$ cat src/ers_pkg.sv
// shared types and constants for the event rate running statistics block
`timescale 1ns / 1ps
`default_nettype none
package ers_pkg;

   localparam logic [19:0] RATE_SCALE  = 20'd1000000;
   localparam logic [47:0] MEAN_MAX    = 48'h7FFF_FFFF_FFFF;
   localparam logic [62:0] M2_MAX      = 63'h7FFF_FFFF_FFFF_FFFF;
   localparam logic [31:0] SAMPLES_MAX = 32'hFFFF_FFFF;
   localparam logic [4:0]  EVENTS_RESET = 5'd16;

   localparam logic [1:0] ST_OK      = 2'd0;
   localparam logic [1:0] ST_TIME    = 2'd1;
   localparam logic [1:0] ST_UNREG   = 2'd2;

   typedef struct packed {
      logic [3:0]  event_index;
      logic [47:0] sample_count;
      logic [62:0] time_enabled_ns;
   } ers_req_type;

   typedef struct packed {
      logic [3:0]         event_slot;
      logic [1:0]         status;
      logic [31:0]        samples_seen;
      logic signed [47:0] mean_rate;
      logic [62:0]        sum_sq_dev;
   } ers_rsp_type;

   typedef struct packed {
      logic [47:0]        last_count;
      logic [62:0]        last_time;
      logic [31:0]        sample_total;
      logic signed [47:0] mean;
      logic [62:0]        m2;
   } ers_entry_type;

endpackage
`default_nettype wire

$ cat src/ers_mul.sv
// 49 by 49 bit multiplier from four 25 by 25 partial products, accumulated in turn
`timescale 1ns / 1ps
`default_nettype none
module ers_mul (
   input  logic        clock,
   input  logic        reset,
   input  logic        start,
   input  logic [48:0] a,
   input  logic [48:0] b,
   output logic        done,
   output logic [97:0] prod
);
   import ers_pkg::*;

   logic [48:0] a_ff, b_ff;
   logic [97:0] acc_ff, acc_in;
   logic [1:0]  step_ff;
   logic        run_ff;
   logic        done_ff;
   logic [24:0] am, bm;
   logic [49:0] pp;
   logic [5:0]  sh;

   always_comb begin
      am     = step_ff[1] ? {1'b0, a_ff[48:25]} : a_ff[24:0];
      bm     = step_ff[0] ? {1'b0, b_ff[48:25]} : b_ff[24:0];
      pp     = am * bm;
      sh     = (step_ff[1] ? 6'd25 : 6'd0) + (step_ff[0] ? 6'd25 : 6'd0);
      acc_in = acc_ff + (98'(pp) << sh);
   end

   always_ff @(posedge clock) begin
      if (reset) begin
         run_ff  <= 1'b0;
         done_ff <= 1'b0;
         step_ff <= '0;
      end else begin
         done_ff <= run_ff && (step_ff == 2'd3);
         if (start) begin
            run_ff  <= 1'b1;
            step_ff <= '0;
         end else if (run_ff) begin
            step_ff <= step_ff + 2'd1;
            if (step_ff == 2'd3) begin
               run_ff <= 1'b0;
            end
         end
      end
   end

   always_ff @(posedge clock) begin
      if (start) begin
         a_ff   <= a;
         b_ff   <= b;
         acc_ff <= '0;
      end else if (run_ff) begin
         acc_ff <= acc_in;
      end
   end

   assign done = done_ff;
   assign prod = acc_ff;

endmodule
`default_nettype wire

$ cat config.mk
export PLATFORM = sky130hd
export DESIGN_NAME = ers_mul
export DESIGN_NICKNAME = d
export VERILOG_FILES = /design/src/ers_pkg.sv /design/src/ers_mul.sv
export SDC_FILE = /design/constraint.sdc
export NUM_CORES = 2
export LEC_CHECK = 0
export BUFFER_PORTS_ARGS = -buffer_cell sky130_fd_sc_hd__buf_4
export CAP_MARGIN = 20
export CORE_UTILIZATION = 65
export DETAILED_ROUTE_END_ITERATION = 7
export HOLD_SLACK_MARGIN = 0.08
export PLACE_DENSITY = 0.88
export SETUP_SLACK_MARGIN = 0.1
export SLEW_MARGIN = 20
export SYNTH_ARGS = -nofsm -noshare
export SYNTH_HDL_FRONTEND = slang
export SYNTH_SLANG_ARGS = --single-unit
$ cat constraint.sdc
create_clock -name clock -period 21.3 [get_ports clock]
set_clock_uncertainty 0.15 [all_clocks]
set_input_delay 2.13 -clock clock [delete_from_list [all_inputs] [get_ports clock]]
set_output_delay 2.13 -clock clock [all_outputs]
set_load 0.01 [all_outputs]
* Yosys cells after proc, flatten, opt, wreduce, memory -nomap -nowiden *
Index checks and enable logic that the tools add are counted.

word-level totals
  output and inout bits = 99
  bits of input ports = 101
  register bits after elaboration = 200

cells by class
  $mul = 1
  shift-type cells = 1
  reductions and logical operators = 2
  add/subtract/negate cells = 3
  equal/unequal tests = 1
  mux-type cells = 7

operator list
  kind                                          count
  adder 98 bit                                  1
  << shifter 50 x 6 -> 98 bit                   1
  multiplier 25 x 25 -> 50 bit                  1
  two-way mux 25 bit                            2
  two-way mux 5 bit                             2
  adder 5 x 5 -> 6 bit                          1
  two-way mux 1 bit                             3
  adder 2 x 1 -> 2 bit (second input constant)  1
  equality test 2 bit (second input constant)   1
  OR reduction 2 bit                            1
  logical AND 1 bit                             1

* Depth between registers and ports, before layout *
  depth after elaboration = 4
  mapped depth = 47
  mapped depth without buffers = 42

* Worst setup path before layout *
OpenSTA, ideal clock, no wires.

  path type = reg-to-reg
  start = register step_ff[0]
  end = register acc_ff[97], in the netlist prod[97]
  arrival time = 10.522 ns
  stages on the path, launching flop included = 47
  required time = 21.027 ns
  setup slack = 10.505 ns
  period minus slack after synthesis = 10.795 ns
  path through = dfxtp_1 clkbuf_1 clkbuf_1 mux2i_1 clkbuf_1 nor2_1 fa_1 fa_1 inv_1 fa_1 inv_1 fa_1 inv_1 fa_1 inv_1 fa_1 inv_1 fa_1 (+11 left out) nand2_1 o21ai_1 mux2i_1 a22o_1 ha_1 buf_2 a21oi_1 o21ai_0 o2bb2ai_1 o21ai_0 a21oi_1 a41oi_1 o31ai_4 a31oi_4 o41ai_4 a31oi_1 mux2i_1 mux2_1

on the way
  cells in the longest elaborated chain, start to end = 4
  elaborated cells on any way between the ends = 6
  those cells by class = add/sub (2); mul (1); shift (1); mux (2)

ends and longest elaborated chain
  element                                                                      RTL line                      RTL
  start, declared                                                              ers_mul.sv:17                 logic [1:0] step_ff;
  start signal, assigned                                                       ers_mul.sv:43                 step_ff <= step_ff + 2'd1;
  two-way mux 25 bit / two-way mux 5 bit (equally long branches)               ers_mul.sv:26, ers_mul.sv:28
  multiplier 25 x 25 -> 50 bit / adder 5 x 5 -> 6 bit (equally long branches)  ers_mul.sv:27, ers_mul.sv:28
  << shifter 50 x 6 -> 98 bit *                                                ers_mul.sv:29                 acc_in = acc_ff + (98'(pp) << sh);
  adder 98 bit *                                                               ers_mul.sv:29
  end signal, assigned                                                         ers_mul.sv:57                 acc_ff <= acc_in;
  end, declared                                                                ers_mul.sv:16                 logic [97:0] acc_ff, acc_in;

Every way passes the cells marked *; elsewhere a longest branch is shown, timed or not.
A chain may end at the register's enable or synchronous reset.

* Final worst setup path *
Same ends and word-level chain as after synthesis.

==> flow_summary.ini <==
[global_routing]
grt_pass1_wl_mm = 174
grt_pass1_vias = 32000
gr-total-overflow = 0
global_route.usage.total_pct = 40.2
grt_max_degree = 64
antenna_found_initial = 0

[detailed_routing]
first_pass_iters = 8
post_drt_wl_per_cell_um = 22.0
finalWirelength_mm = 109
drtIter0Drc = 2952
drtAntennaViolNets = 0
remaining_drc_errors = 1
vias = 31000
viasPerCell = 6.23

[final_layout]
fin_cells = 4981
num-nets-final = 5185
layout-drive-gt1-share_pct = 9.80
seqCellArea_um2 = 4990
area_delta_synth_final_pct = 7.08
nFillCells = 4069
antenna_cells = 0
multi_input_area_um2 = 27600
design_area_um2 = 38400

[synth]
async_reset_ff_share_pct = 0
synth_area_leader_cell = fa_1
synth_edf_count = 98
ys_seq_elements = 200
syn_avg_cell_area_um2 = 8.49
synth.cell_area_um2 = 35900
yosys_warnings = 0
yosys.area.top_type_share_pct = 29.4
ys.flop_type = dfxtp_1
yosys-top-cells-area = fa_1, ha_1, edfxtp_1, inv_1, dfxtp_1
syn-instance-count = 4221
synth_fp_nets = 5134
ys_types = 91
synth_sequential_area_ratio_pct = 13.9

[sta]
worst_pin_slew_ns = 1.08
finalHoldViolCount = 0
slew_violations = 0
max_freq_ghz = 0.0791
min_period_ns = 12.64
rsz0062_at_grt = no
relSlewSlack_pct = 28.0
tns_ns = 0
setup_violations = 0
period_share_pct = 59.3

[die]
rows = 85
coreArea_um2 = 54100
die_w_um = 237
start_util_pct = 66.2
fp.dieH_um = 237
ios = 200
die-area_um2 = 56100

[clocking]
tritoncts = done
root_buffer = clkbuf_16
hold_buffers = 0
clock_latency_ns = 0.52
cts_setup_buffers = 0
cts_resized = 0
cts_buffer_depth = 2
cts.clk_slew.worst_paths_ns = 0.09
cts_buffers = 17
cts_sinks = 200
htreeDepth = 4

[hold_path]
hold_class = reg2reg

[setup_path]
crit_family = adder cells
worstSetupPathType = reg2reg
cp.arrival_ns = 12.88
cp-end-kind = register
cpMostUsedCell = fa_1
cpMaxStageDelayCell = mux2i_1
cp-start-kind = register
max_stage_delay_ns = 0.79
rrSetupSlack_ns = 8.66
critPathRequiredTime_ns = 21.55
crit_buf_inv = 6
cp_max_fo = 43

[placement]
dp_hpwl_mm = 88.7
place_area_um2 = 37800
portBuffers = 199
gp_congestion = 1.03
dp.cells = 4949

[flow_run]
maxCapViolCount = 0

[run_status]
outcome = finished with violations
violations = DRC
cell families after synthesis:
family	after synthesis	synth area share, %
adder cells (fa/ha/maj)	812	39.4
AO/OA/AOI/OAI	688	12.3
flip-flops	200	13.9
XOR/XNOR	137	3.35
multiplexers	227	6.63
buffers and inverters	871	9.19
AND/OR/NAND/NOR	1286	15.3
cell type report:
| class | instances | area share, % |
|---|---|---|
| clock buffer | 19 | 1.13 |
| sequential | 200 | 13.0 |
| multi-input combinational | 3150 | 71.9 |
| timing repair buffer | 255 | 5.00 |
| clock inverter | 13 | 0.362 |
| inverter | 648 | 6.34 |
| tap | 696 | 2.27 |
layout by cell type (no fill, tap or decap), drive strengths merged, types with 8 or more instances in the layout:
| master | synthesis | routed |
|---|---|---|
| nand2b | 19 | 19 |
| mux2 | 65 | 65 |
| fa | 527 | 527 |
| a31oi | 23 | 23 |
| nor2 | 510 | 510 |
| o31ai | 8 | 8 |
| o21bai | 32 | 32 |
| nor3 | 29 | 29 |
| nand4 | 49 | 49 |
| o221ai | 9 | 9 |
| o21a | 20 | 20 |
| or3 | 9 | 9 |
| o21ai | 172 | 172 |
| ha | 285 | 285 |
| o211ai | 10 | 10 |
| nand3 | 42 | 42 |
| a211o | 10 | 10 |
| a22o | 8 | 8 |
| and4 | 9 | 9 |
| or2 | 19 | 19 |
| mux2i | 160 | 160 |
| dfxtp | 102 | 102 |
| inv | 648 | 653 |
| nor2b | 21 | 21 |
| and3 | 20 | 20 |
| buf | 39 | 255 |
| xnor2 | 89 | 89 |
| and2 | 27 | 27 |
| nor4 | 9 | 9 |
| a211oi | 15 | 15 |
| xor2 | 48 | 48 |
| clkbuf | 184 | 19 |
| a21oi | 227 | 227 |
| o22ai | 20 | 20 |
| a21o | 77 | 77 |
| nand2 | 513 | 513 |
| edfxtp | 98 | 98 |
synth_stat cells, drive strengths merged, types with 21 or more instances:
cell type and number:
inv 648, fa 527, nand2 513, nor2 510
ha 285, a21oi 227, clkbuf 184, o21ai 172
mux2i 160, dfxtp 102, edfxtp 98, xnor2 89
a21o 77, mux2 65, nand4 49, xor2 48
nand3 42, buf 39, o21bai 32, nor3 29
and2 27, a31oi 23, nor2b 21
routing by layer:
metal / vias up / track usage, % / share of wire (%)
li1: 13800 / - / -
met3: 490 / 10.1 / 11
met2: 1921 / 63.6 / 45
met1: 14800 / 49.9 / 37
met4: 0 / 24.1 / 7.0
met5: - / 0 / 0
tightest hold or removal path, delay by kind of cell, from the launching register on:
kind,cells,cell delay (ns)
flip-flops,1,0.34
AND/OR/NAND/NOR,1,0.06
AO/OA/AOI/OAI,1,0.05
per-stage QoR:
step	setup WS (ns)	hold WS (ns)	util (%)
3_5_place_dp	8.96	0.332	69.9
5_1_grt	8.12	0.366	70.9
4_1_cts	8.87	0.343	70.9
2_1_floorplan	10.50	0.336	-
6_report	8.66	0.333	70.9
3_3_place_gp	9.06	0.325	69.9
final timing paths:
path,from,to,cells past startpoint
hold reg to reg,prod[91]$_SDFFE_PP0P_,prod[91]$_SDFFE_PP0P_,2
hold / removal,prod[91]$_SDFFE_PP0P_,prod[91]$_SDFFE_PP0P_,2
setup / recovery,step_ff[0]$_SDFFE_PP0P_,prod[97]$_SDFFE_PP0P_,40
setup reg to reg,step_ff[0]$_SDFFE_PP0P_,prod[97]$_SDFFE_PP0P_,40
state kept, by name (all words and copies together) (netlist names):
signal / flops
prod: 98
a_ff: 49
b_ff: 49
step_ff: 2
done: 1
run_ff: 1
Power is not shown: default switching activity piles up to over one toggle a cycle in this logic, so the estimate is an artifact.
